$ cat src/design/poly_pkg.sv
// ----------------------------------------------------------------------------
// poly_pkg
// Types and constants shared by the polynomial evaluator pipeline.
// ----------------------------------------------------------------------------
`default_nettype none

package poly_pkg;

  localparam int MAX_DEGREE = 6;
  localparam int FRAC_BITS  = 16;
  localparam int DATA_W     = 32;
  localparam int PROD_W     = 2 * DATA_W;
  localparam int NUM_COEFFS = MAX_DEGREE + 1;
  localparam int DEG_W      = 3;
  localparam int CFG_IDX_W  = 4;
  localparam int COEFF_IDX_W = $clog2(NUM_COEFFS);

  // Entry register plus two registers per Horner step
  localparam int LATENCY = 2 * MAX_DEGREE + 1;

  // Configuration register indexes
  localparam logic [CFG_IDX_W-1:0] REG_DEGREE   = CFG_IDX_W'(0);
  localparam logic [CFG_IDX_W-1:0] REG_COEFF_LO = CFG_IDX_W'(1);
  localparam logic [CFG_IDX_W-1:0] REG_COEFF_HI = CFG_IDX_W'(NUM_COEFFS);

  localparam logic signed [DATA_W-1:0] SAT_MAX = {1'b0, {(DATA_W-1){1'b1}}};
  localparam logic signed [DATA_W-1:0] SAT_MIN = {1'b1, {(DATA_W-1){1'b0}}};

  typedef logic signed [DATA_W-1:0] coeff_t;
  typedef coeff_t [NUM_COEFFS-1:0] coeff_vec_t;

  // One evaluation travelling down the pipeline
  typedef struct packed {
    logic                     vld;
    logic signed [DATA_W-1:0] x;
    logic signed [DATA_W-1:0] acc;
    logic                     ovf;
  } lane_t;

endpackage

`default_nettype wire

$ cat src/design/poly_step.sv
// ----------------------------------------------------------------------------
// poly_step
// One Horner step in two register stages: multiply, then shift, saturate,
// add the coefficient and saturate again; inactive steps pass acc through.
// ----------------------------------------------------------------------------
`default_nettype none

module poly_step (
  input  wire logic                 clk,
  input  wire logic                 rst_n,
  input  wire logic                 active_i,
  input  wire poly_pkg::coeff_t     coeff_i,
  input  wire poly_pkg::lane_t      lane_i,
  output poly_pkg::lane_t           lane_o
);
  import poly_pkg::*;

  lane_t                    mul_r;
  logic signed [PROD_W-1:0] prod_r;
  logic signed [PROD_W-1:0] prod_nxt;
  lane_t                    out_r;
  lane_t                    out_nxt;

  logic signed [PROD_W-1:0] shifted;
  logic                     mul_sat;
  logic signed [DATA_W-1:0] term;
  logic signed [DATA_W:0]   sum;
  logic                     add_sat;

  assign prod_nxt = $signed(lane_i.acc) * $signed(lane_i.x);

  // Stage A: register the product
  always_ff @(posedge clk) begin
    if (!rst_n) begin
      mul_r.vld <= 1'b0;
    end else begin
      mul_r.vld <= lane_i.vld;
    end
    mul_r.x   <= lane_i.x;
    mul_r.acc <= lane_i.acc;
    mul_r.ovf <= lane_i.ovf;
    prod_r    <= prod_nxt;
  end

  // Stage B: floor shift, saturate, add, saturate
  always_comb begin
    shifted = prod_r >>> FRAC_BITS;
    mul_sat = !((&shifted[PROD_W-1:DATA_W-1]) || !(|shifted[PROD_W-1:DATA_W-1]));
    if (mul_sat) begin
      term = shifted[PROD_W-1] ? SAT_MIN : SAT_MAX;
    end else begin
      term = shifted[DATA_W-1:0];
    end
    sum     = {term[DATA_W-1], term} + {coeff_i[DATA_W-1], coeff_i};
    add_sat = sum[DATA_W] != sum[DATA_W-1];

    out_nxt = mul_r;
    if (active_i) begin
      if (add_sat) begin
        out_nxt.acc = sum[DATA_W] ? SAT_MIN : SAT_MAX;
      end else begin
        out_nxt.acc = sum[DATA_W-1:0];
      end
      out_nxt.ovf = mul_r.ovf | mul_sat | add_sat;
    end
  end

  always_ff @(posedge clk) begin
    if (!rst_n) begin
      out_r.vld <= 1'b0;
    end else begin
      out_r.vld <= out_nxt.vld;
    end
    out_r.x   <= out_nxt.x;
    out_r.acc <= out_nxt.acc;
    out_r.ovf <= out_nxt.ovf;
  end

  assign lane_o = out_r;

endmodule

`default_nettype wire

$ cat config.mk
export PLATFORM = sky130hd
export DESIGN_NAME = poly_step
export DESIGN_NICKNAME = d
export VERILOG_FILES = /design/src/design/poly_pkg.sv /design/src/design/poly_step.sv
export SDC_FILE = /design/constraint.sdc
export NUM_CORES = 2
export LEC_CHECK = 0
export ABC_AREA = 1
export BUFFER_PORTS_ARGS = -buffer_cell sky130_fd_sc_hd__buf_2
export CORE_UTILIZATION = 25
export DETAILED_ROUTE_END_ITERATION = 8
export PLACE_DENSITY = 0.36
export SYNTH_ARGS = -nofsm -noshare
export SYNTH_HDL_FRONTEND = slang
export SYNTH_SLANG_ARGS = --single-unit
$ cat constraint.sdc
create_clock -name clk -period 11.95 [get_ports clk]
set_input_delay 0.5975 -clock clk [delete_from_list [all_inputs] [get_ports clk]]
set_output_delay 0.5975 -clock clk [all_outputs]
set_load 0.02 [all_outputs]
==> Word level (Yosys, flattened, before mapping) <==
Index checks and enable logic that the tools add are counted.
{ "classes": {"add_sub_neg": 1, "n_reduce_logical": 5, "n_bitwise": 2, "n_eq_ne": 1, "mux": 5, "n_mul": 1} }
{ "op_table": {"columns": ["op", "n"], "rows": [
  ["two-way mux 32 bit", 4],
  ["multiplier 32 x 32 -> 64 bit", 1],
  ["adder 32 x 32 -> 33 bit", 1],
  ["two-way mux 33 bit", 1],
  ["AND reduction 17 bit", 1],
  ["OR reduction 17 bit", 1],
  ["zero test 1 bit", 2],
  ["OR 1 bit", 2],
  ["logical OR 1 bit", 1],
  ["!= test 1 bit", 1]
]} }
{ "totals": {"ff_bits": 196, "output_inout_bits": 66, "wordCells": 24, "input_bits": 101} }

==> Logic depth before layout (Yosys ltp) <==
{ "depth": {"ltp_word": 8, "ltp_mapped": 32, "mapped_depth_nobuf": 31} }

==> Worst setup path after synthesis <==
OpenSTA, ideal clock, no wires.
{ "synth_path": {"kind": "in2reg", "from": "in lane_i[32] (netlist name)", "to": "reg prod_r[57]", "path_stages": 26, "arrival_time_ns": 7.278, "setup_ns": 0.112, "slack_ns": 4.560, "n_path_buf": 1, "t_required_ns": 11.838, "cell_sequence": "clkbuf_1 nand2_1 inv_1 fa_1 fa_1 inv_1 fa_1 inv_1 fa_1 inv_1 fa_1 inv_1 fa_1 inv_1 fa_1 inv_1 fa_1 ha_1 nand2_1 nor2_1 inv_1 nor4_1 and3_1 nand2_1 nand3_1 nand2_1"} }
{ "synth_between": {"elab_chain_len": 1} }
{ "synth_rtl": {"columns": ["item", "line_no", "source"], "rows": [
  ["start, declared", "poly_step.sv:13", "input wire poly_pkg::lane_t lane_i,"],
  ["multiplier 32 x 32 -> 64 bit", "poly_step.sv:30", "assign prod_nxt = $signed(lane_i.acc) * $signed(lane_i.x);"],
  ["via prod_nxt[57]", "poly_step.sv:20", "logic signed [PROD_W-1:0] prod_nxt;"],
  ["end signal, assigned", "poly_step.sv:42", "prod_r <= prod_nxt;"],
  ["end, declared", "poly_step.sv:19", "logic signed [PROD_W-1:0] prod_r;"]
]} }
The timed path passes the listed nets, and every way through them passes these cells.
A chain may end at the register's enable or synchronous reset.

==> Worst setup path after layout <==
{ "layout_path": {"from": "in lane_i[38] (netlist name)", "to": "reg prod_r[53]"} }
Same word-level chain as after synthesis.

==> results.json <==
{
  "cpPeakStageDelay_ns": 0.98,
  "synth_top_family_by_area": "adder cells",
  "drtIter0Drc": 1666,
  "required_ns": 12.40,
  "cts-root-buf": "clkbuf_16",
  "hold_slack_ns": 0.127,
  "min-delay-start": "lane_i[0]",
  "synthTopCellsByCount": "1681 x inv_1, 1458 x nand2_1, 1082 x fa_1",
  "critPathCaptureType": "flop",
  "yosys.area.top_type": "fa_1",
  "cts_tree": "built",
  "clk_latency_ns": 0.58,
  "tns_ns": 0,
  "max_clock_freq_mhz": 122,
  "critPathKind": "in2reg",
  "yosys.area_share.simple_pct": 16.8,
  "die_h_um": 424,
  "postCtsSetupRepairBufs": 0,
  "tightest_slew_ns": 1.10,
  "synth.area.top_cells": "fa_1 49%, inv_1 14%, nand2_1 12%",
  "cts-htree-levels": 4,
  "avgSynthCellArea_sq_um": 7.97,
  "routed_wl_um": 151000,
  "synth.area.mux_share_pct": 0,
  "hold_viol": 0,
  "synthXorXnorAreaFrac_pct": 1.00,
  "slew_headroom_pct": 26.8,
  "yosysMostFrequentCell": "inv_1",
  "cts.sinks": 180,
  "rsz0062_at_grt": "no",
  "clock-skew-final_ns": 0.0367,
  "yosysUniqueCellTypes": 43,
  "synth_fa_ha_area_share_pct": 54.6,
  "yosys_warnings": 0,
  "area_delta_synth_final_pct": 8.97,
  "cts_resized": 0,
  "fp.dieArea_sq_um": 180000,
  "dp_hpwl_um": 127000,
  "cp_slowest_cell": "fa_1",
  "cp_top_family": "adder cells",
  "drc": 0,
  "synth_top_area_share_pct": 48.6,
  "worst-path-buf-inv": 10,
  "crit_top_cell": "inv_1",
  "io_buffer_count": 166,
  "rr_startpoint": "prod_r[48]",
  "start_util_pct": 25.2,
  "path_clk_slew_ns": 0.09,
  "core-area_sq_um": 176000,
  "io_pins": 167,
  "synth_top_flop_cell": "dfxtp_1",
  "die-width_um": 424,
  "via_count": 33600,
  "antenna_found_initial": 6,
  "track_usage_pct": 17.5,
  "slew_viol_final": 0,
  "cts_made_buffers": 17,
  "synth_edf_count": 0,
  "synth_nets": 6983,
  "path_max_fanout": 33,
  "syn_inst": 5588,
  "synth-seq-cells": 180,
  "grt_pass1_wl_um": 236000,
  "drtAntennaViolNets": 0,
  "wl_per_cell_um": 18.9,
  "status": "complete, no violations",
  "avgViaCountPerCell": 4.22,
  "gp_congestion": 0.899,
  "clk_path_buf_depth": 2,
  "critPathLaunch": "lane_i[38]",
  "maxCapViolCount": 0,
  "min_period_over_period_pct": 68.3,
  "drive_above_1_share_pct": 5.50,
  "num_rows": 154,
  "synth_compound_area_share_pct": 3.48,
  "fin_nets": 7020,
  "async_flop_share_pct": 0,
  "finalSetupViolCount": 0,
  "min_period_ns": 8.17,
  "grt-ovfl-total": 0,
  "syn_area_sq_um": 44600,
  "grt_max_degree": 35,
  "drt_pass1_iterations": 8,
  "hp-class": "in2reg",
  "cts_hold_buf": 0,
  "arrival_ns": 8.62,
  "seq_area_frac_synth_pct": 8.09,
  "grt_pass1_vias": 37500,
  "rrSetupSlack_ns": 7.40,
  "start_kind": "input port"
}
state kept, by name, indices dropped and copies added (netlist names):
register and flops:
lane_o 66, mul_r 66, prod_r 48
per-layer routing:
layer  vias up  global-route usage [%]  wire length, um
met3        82                    1.49             3460
li1      15700                       -                -
met2       457                    30.9            75900
met1     17400                    23.4            69800
met4         0                    2.90             1820
met5         -                       0                0
final timing paths:
kind                              endpoint  cells after the start
worst max-delay path            prod_r[53]                     27
worst min-delay path              mul_r[0]                      1
worst max register to register  lane_o[21]                     21
worst min register to register  lane_o[62]                      0
stage by stage:
stage          setup WS (ns)  instances  instance area (sq um)  utilization (%)
5_1_grt                 3.25       7979                  48600             27.5
3_3_place_gp            3.15       7946                  47900             27.1
4_1_cts                 3.76       7978                  48600             27.5
3_5_place_dp            3.18       7946                  47900             27.1
6_report                3.78       7980                  48600             27.5
2_1_floorplan           4.56       5588                  44600                -
cell usage in the layout (no fill, tap or decap), drive strengths merged, types with 6 or more instances in the layout:
master,instances
xor2,42
o21bai,21
inv,1688
nand3,81
nand4,22
a21oi,160
ha,212
clkinv,8
nor2,268
nor4,18
o21ai,72
xnor2,9
and3,7
nand2,1468
fa,1082
or2,15
buf,227
o21a,6
dfxtp,180
clkbuf,17
nor3,18
kinds of logic after synthesis:
| family | after synthesis |
|---|---|
| adders and majority gates | 1294 |
| AOI/OAI and AO/OA | 274 |
| xor gates and xnor gates | 51 |
| DFF | 180 |
| buffers and inverters | 1890 |
| and+or+nand+nor | 1899 |
final cells by class:
class                   count  area [sq um]
multi-input cells        3518         33800
clock buffers              17           425
inverters                1681          6310
repair buffers            227          1290
flip-flops and latches    180          3600
fillers                 19600        128000
diodes                      2          5.00
well taps                2340          2930
clock inverters            15           214
Power is left out: the tool's default activity adds up to more than one toggle a clock period on the data nets, which glitch-free logic cannot reach.
