## src/design/poly_pkg.sv

```systemverilog
// ----------------------------------------------------------------------------
// poly_pkg
// Types and constants shared by the polynomial evaluator pipeline.
// ----------------------------------------------------------------------------
`default_nettype none

package poly_pkg;

  localparam int MAX_DEGREE = 6;
  localparam int FRAC_BITS  = 16;
  localparam int DATA_W     = 32;
  localparam int PROD_W     = 2 * DATA_W;
  localparam int NUM_COEFFS = MAX_DEGREE + 1;
  localparam int DEG_W      = 3;
  localparam int CFG_IDX_W  = 4;
  localparam int COEFF_IDX_W = $clog2(NUM_COEFFS);

  // Entry register plus two registers per Horner step
  localparam int LATENCY = 2 * MAX_DEGREE + 1;

  // Configuration register indexes
  localparam logic [CFG_IDX_W-1:0] REG_DEGREE   = CFG_IDX_W'(0);
  localparam logic [CFG_IDX_W-1:0] REG_COEFF_LO = CFG_IDX_W'(1);
  localparam logic [CFG_IDX_W-1:0] REG_COEFF_HI = CFG_IDX_W'(NUM_COEFFS);

  localparam logic signed [DATA_W-1:0] SAT_MAX = {1'b0, {(DATA_W-1){1'b1}}};
  localparam logic signed [DATA_W-1:0] SAT_MIN = {1'b1, {(DATA_W-1){1'b0}}};

  typedef logic signed [DATA_W-1:0] coeff_t;
  typedef coeff_t [NUM_COEFFS-1:0] coeff_vec_t;

  // One evaluation travelling down the pipeline
  typedef struct packed {
    logic                     vld;
    logic signed [DATA_W-1:0] x;
    logic signed [DATA_W-1:0] acc;
    logic                     ovf;
  } lane_t;

endpackage

`default_nettype wire

```

## src/design/poly_cfg.sv

```systemverilog
// ----------------------------------------------------------------------------
// poly_cfg
// Configuration registers: degree and coefficients, with degree clamping.
// ----------------------------------------------------------------------------
`default_nettype none

module poly_cfg (
  input  wire logic                           clk,
  input  wire logic                           rst_n,
  input  wire logic                           cfg_valid,
  output logic                                cfg_ready,
  input  wire logic [poly_pkg::CFG_IDX_W-1:0] cfg_index,
  input  wire logic [poly_pkg::DATA_W-1:0]    cfg_data,
  output logic [poly_pkg::DEG_W-1:0]          degree,
  output poly_pkg::coeff_vec_t                coeffs
);
  import poly_pkg::*;

  logic [DEG_W-1:0] degree_r;
  coeff_vec_t       coeff_r;

  assign cfg_ready = 1'b1;

  always_ff @(posedge clk) begin
    if (!rst_n) begin
      degree_r <= '0;
      coeff_r  <= '0;
    end else if (cfg_valid && cfg_ready) begin
      case (cfg_index) inside
        REG_DEGREE: begin
          degree_r <= cfg_data[DEG_W-1:0];
        end
        [REG_COEFF_LO:REG_COEFF_HI]: begin
          coeff_r[COEFF_IDX_W'(cfg_index - REG_COEFF_LO)] <= cfg_data;
        end
        default: begin
          // unknown index: drop the write
        end
      endcase
    end
  end

  // Clamp degrees beyond the top coefficient
  assign degree = (degree_r > DEG_W'(MAX_DEGREE)) ? DEG_W'(MAX_DEGREE) : degree_r;
  assign coeffs = coeff_r;

endmodule

`default_nettype wire

```

## config.mk

```make
export PLATFORM = sky130hd
export DESIGN_NAME = poly_cfg
export DESIGN_NICKNAME = d
export VERILOG_FILES = /design/src/design/poly_pkg.sv /design/src/design/poly_cfg.sv
export SDC_FILE = /design/constraint.sdc
export NUM_CORES = 1
export LEC_CHECK = 0
export ABC_AREA = 1
export BUFFER_PORTS_ARGS = -buffer_cell sky130_fd_sc_hd__buf_2
export CAP_MARGIN = 15
export CORE_MARGIN = 5
export CORE_UTILIZATION = 46
export DETAILED_ROUTE_END_ITERATION = 8
export MAX_ROUTING_LAYER = met4
export PLACE_DENSITY_LB_ADDON = 0.05
export SLEW_MARGIN = 25
export SYNTH_ARGS = -nofsm -noshare
export SYNTH_HDL_FRONTEND = slang
export SYNTH_SLANG_ARGS = --single-unit
export TNS_END_PERCENT = 50
```

## constraint.sdc

```tcl
create_clock -name clk -period 1.4 [get_ports clk]
set_input_delay 0.14 -clock clk [delete_from_list [all_inputs] [get_ports clk]]
set_output_delay 0.14 -clock clk [all_outputs]
set_load 0.005 [all_outputs]
```

-- Word-level counts from Yosys, hierarchy flattened
Cells that the tools add are included.
Widths: inputs -> output; s select.
- add/sub/neg operators: 1
- multiply operators: 0
- divide/modulo/power cells: 0
- order comparisons: 5
- equal/unequal tests: 0
- shift operators: 0
- mux-type cells: 4
- bitwise operators: 1
- reduce and logical (&&, ||, !) cells: 5
- operators by type and width (cell ; number):
    $bwmux 224 ; 1
    $demux 32 s3 ; 1
    $mux 32 ; 1
    $ge 4x1->1 const B ; 1
    $le 4x3->1 const B ; 1
    $logic_not 4->1 ; 1
    $lt 3x4->1 const B ; 1
    $ge 3x1->1 const B ; 1
    $gt 3x3->1 const B ; 1
    $mux 3 ; 1
    $reduce_and 3->1 ; 1
    $sub 3x1->3 const B ; 1
    $logic_and 1x1->1 ; 2
    $reduce_and 2->1 ; 1
    $not 1->1 ; 1
- register bits: 227
- latch bits: 0
- bits in writable memories: 0
- memory bits (read-only): 0
- input port bits: 39
- output and inout bits: 228
- logic and storage cells: 24
- memories kept: 0

-- Longest topological paths before layout
- word-level depth: 6
- gate-level depth with buffers: 10
- depth with buffers taken out: 9

-- Least setup slack after synthesis
OpenSTA, ideal clock, no wires.
- path type: input-to-reg
- start: in cfg_index[0] (netlist name)
- end: reg coeff_r (netlist bit coeffs[183])
- setup time: 113 ps
- arrival: 1296 ps
- data required time: 1287 ps
- slack: -9 ps
- cell stages on the path: 8
- path buffers: 1
- cell sequence: inv_1 -> ha_1 -> nand3_1 -> nor2_2 -> buf_2 -> nand2_1 -> nand2_1 -> nor2_1
- longest elaborated chain between the ends: 6
- elaborated cells between the ends (all ways): 13
- those cells by class: 1 x add/sub; 4 x order compare; 3 x mux; 1 x bitwise; 4 x reduce/logical
- RTL lines (item ; RTL line ; source):
    start: declaration ; poly_cfg.sv:12 ; input wire logic [poly_pkg::CFG_IDX_W-1:0] cfg_index,
    $sub 3x1->3 ; poly_cfg.sv:34 ; coeff_r[COEFF_IDX_W'(cfg_index - REG_COEFF_LO)] <= cfg_data;
    $lt 3x4->1 (implied by the code) / $ge 3x1->1 (equally long branches) ; poly_cfg.sv:34 ;
    $logic_and 1x1->1 (implied by the code) ; poly_cfg.sv:34 ;
    $mux 32 (implied by the code) ; poly_cfg.sv:34 ;
    $demux 32 s3 ; poly_cfg.sv:34 ;
    $bwmux 224 ; poly_cfg.sv:34 ;
    end signal: indexed assignment ; poly_cfg.sv:34 ;
    end: declaration ; poly_cfg.sv:20 ; coeff_vec_t coeff_r;
Several ways; a longest one is shown, not always the timed one.
A chain may end at the register's enable or synchronous reset.

-- Final worst setup path
- start: reg degree_r[0]
- end: out degree[0] (netlist name)
- longest elaborated chain between the ends: 2
- RTL lines (item ; RTL line ; source):
    start: declaration ; poly_cfg.sv:19 ; logic [DEG_W-1:0] degree_r;
    start signal: assignment ; poly_cfg.sv:31 ; degree_r <= cfg_data[DEG_W-1:0];
    $gt 3x3->1 ; poly_cfg.sv:44 ; assign degree = (degree_r > DEG_W'(MAX_DEGREE)) ? DEG_W'(MAX_DEGREE) : degree_r;
    $mux 3 * ; poly_cfg.sv:44 ;
    end: declaration ; poly_cfg.sv:14 ; output logic [poly_pkg::DEG_W-1:0] degree,
Every way passes the cells marked *; elsewhere a longest branch is shown, timed or not.

==> impl_metrics.tcl <==
set metrics [dict create \
    clk_path_buf_depth 3 \
    ys_seq_elements 227 \
    grt_use_total 0.239 \
    drive_gt1_frac 0.233 \
    ys_warn_count 0 \
    first_global_vias 7854 \
    drt-pass1-iter-count 5 \
    timing.final.ws_setup_ns 0.0804 \
    synth_most_common_cell "nor2_1" \
    required_ns 1.26 \
    die_w_um 148 \
    synthTopCellsByArea "dfxtp_1, nor2_1, nand2_1" \
    grt_pass1_wl_um 41700 \
    power.leakage_nw 5.67 \
    min_period_over_period 0.943 \
    post_cts_buffers 0 \
    netlist.area_leader.share 0.518 \
    ys_seq_area_frac 0.518 \
    fmax_ghz 0.758 \
    syn_inst 1278 \
    crit_chain "a21boi_0, buf_2" \
    synth_area_um2 8780 \
    synth_edf_count 0 \
    crit_slowest_cell "dfxtp_1" \
    maxCapViolCount 0 \
    async_reset_ff_frac 0 \
    yosysTopAreaCell "dfxtp_1" \
    hold_path.class "input port to flop" \
    finalWeightedCongestion 0.826 \
    fin_util 0.610 \
    crit_arrival_ns 1.18 \
    clock-sinks 227 \
    globalRouteOverflowTotal 0 \
    ios 267 \
    portBuffers 265 \
    ys_top_cells_by_count "nor2_1, nand2_1, dfxtp_1, nand3_1, buf_2" \
    fillers 1803 \
    path_buf_inv 1 \
    cts_hold_buf 1 \
    hold_viol_final 0 \
    avgRoutedWirePerCell_um 14.7 \
    crit_path_max_fanout 2 \
    rsz0062_at_grt "false" \
    syn2layout_area_growth_pct 30.5 \
    ys_types 19 \
    place_hpwl_um 18100 \
    final_max_slew_viol_count 0 \
    grt_antenna_before_repair 2 \
    status "finished, final reports clean" \
    root_buffer "clkbuf_16" \
    skew_ns 0 \
    postCtsResizedCells 0 \
    critPathCaptureType "primary output" \
    die_h_um 148 \
    rows 50 \
    crit_family "flip-flops" \
    numCtsBuffers 24 \
    grt_max_degree 51 \
    vias 8522 \
    dp_slack_ns -0.259 \
    drt_iter0_drc 475 \
    power.density_nw_per_um2 1240 \
    ff_latch_area_um2 4540 \
    finalPower_mw 14.2 \
    routed_wl_um 26200 \
    irDropWorstVdd_mv 0.834 \
    nets 1569 \
    htree_num_levels 1 \
    start_util 0.468 \
    clk_pin_slew_ns 0.06 \
    finalCriticalPeriod_ns 1.32 \
    postSynthAreaPerCell_um2 6.87 \
    synth_flop_cell "dfxtp_1" \
    core_area_um2 18800 \
    via_per_inst 4.78 \
    synth_fp_nets 1318 \
    setup_viol 0 \
    die_area_um2 21900 \
    drc 0 \
    r2r_slack_ns 0.73 \
    start_kind "flop" \
    slowest_delay_ns 0.33 \
    cts_tree "done" \
    multiInputGateArea_um2 3750 \
    path_class "flop to primary output" \
    clock_latency_ns 0.50 \
    setup_tns_ns 0 \
    drtAntennaViolNets 0 \
]
path summary, 6_finish.rpt:
path                            cells after the start                  endpoint                      from
worst max-delay path                                2                 degree[0]  degree_r[0]$_SDFFE_PN0P_
worst min-delay path                                3  degree_r[0]$_SDFFE_PN0P_               cfg_data[0]
worst max register to register                      2  degree_r[1]$_SDFFE_PN0P_  degree_r[1]$_SDFFE_PN0P_
worst min register to register                      2  coeffs[138]$_SDFFE_PN0P_  coeffs[138]$_SDFFE_PN0P_
registers in the layout, summed over array words and instances (netlist names):
signal,count
coeffs,224
degree_r,3
worst reg2reg max path, cell delays in order (launching register included):
cell	delay, ns
dfxtp_1	0.32
o21ai_0	0.16
a21oi_1	0.06
power breakdown:
part           leakage, nW  internal [mW]  switching (mW)
Clock                0.388           3.62            2.51
Combinational         3.44          0.518           0.844
Sequential            1.84           6.63          0.0930
placed cells by master (no fill, tap or decap), types with 2 or more instances in the layout:
cell and instances:
buf_12 23, dfxtp_1 227, nor2_1 450, clkbuf_1 4, o21ai_0 3, buf_2 264
nand3_1 133, diode_2 2, clkbuf_8 9, clkbuf_16 24, a21oi_1 3, clkinv_2 4
nor2_4 9, buf_4 18, inv_2 5, nand2_1 325, inv_1 36
stage by stage:
step           std cells  hold WS (ns)  instance area [µm²]
2_1_floorplan       1278         0.369                 8780
3_3_place_gp        1736         0.456                10700
3_5_place_dp        1736         0.467                10700
4_1_cts             1779        0.0341                11500
5_1_grt             1781        0.0576                11500
6_report            1781        0.0457                11500
final cells by class:
cell class | instances | area share
Antenna cell | 2 | 0.000437
Clock buffer | 37 | 0.0645
Clock inverter | 5 | 0.00317
Inverter | 41 | 0.0134
Multi-Input combinational cell | 928 | 0.327
Sequential cell | 227 | 0.397
Tap cell | 234 | 0.0256
Timing Repair Buffer | 307 | 0.169
cell families (layout without fill, tap and decap cells):
kind of cell               Yosys count  count (layout)  synth area share
AOI/OAI and AO/OA                    7               7           0.00428
adders and majority gates            1               1           0.00143
buffers and inverters              123             390            0.0607
DFF                                227             227             0.518
other                                1               3          0.000427
and+or+nand+nor                    919             919             0.415
per-layer routing:
| layer | vias to the layer above | global-route usage | wire [µm] |
|---|---|---|---|
| met1 | 3786 | 0.303 | 11300 |
| met2 | 291 | 0.385 | 12200 |
| met5 | - | - | 0 |
| met4 | 0 | 0.0637 | 605 |
| met3 | 43 | 0.0561 | 2200 |
| li1 | 4402 | - | - |
Power figures use the tool's default switching activity.
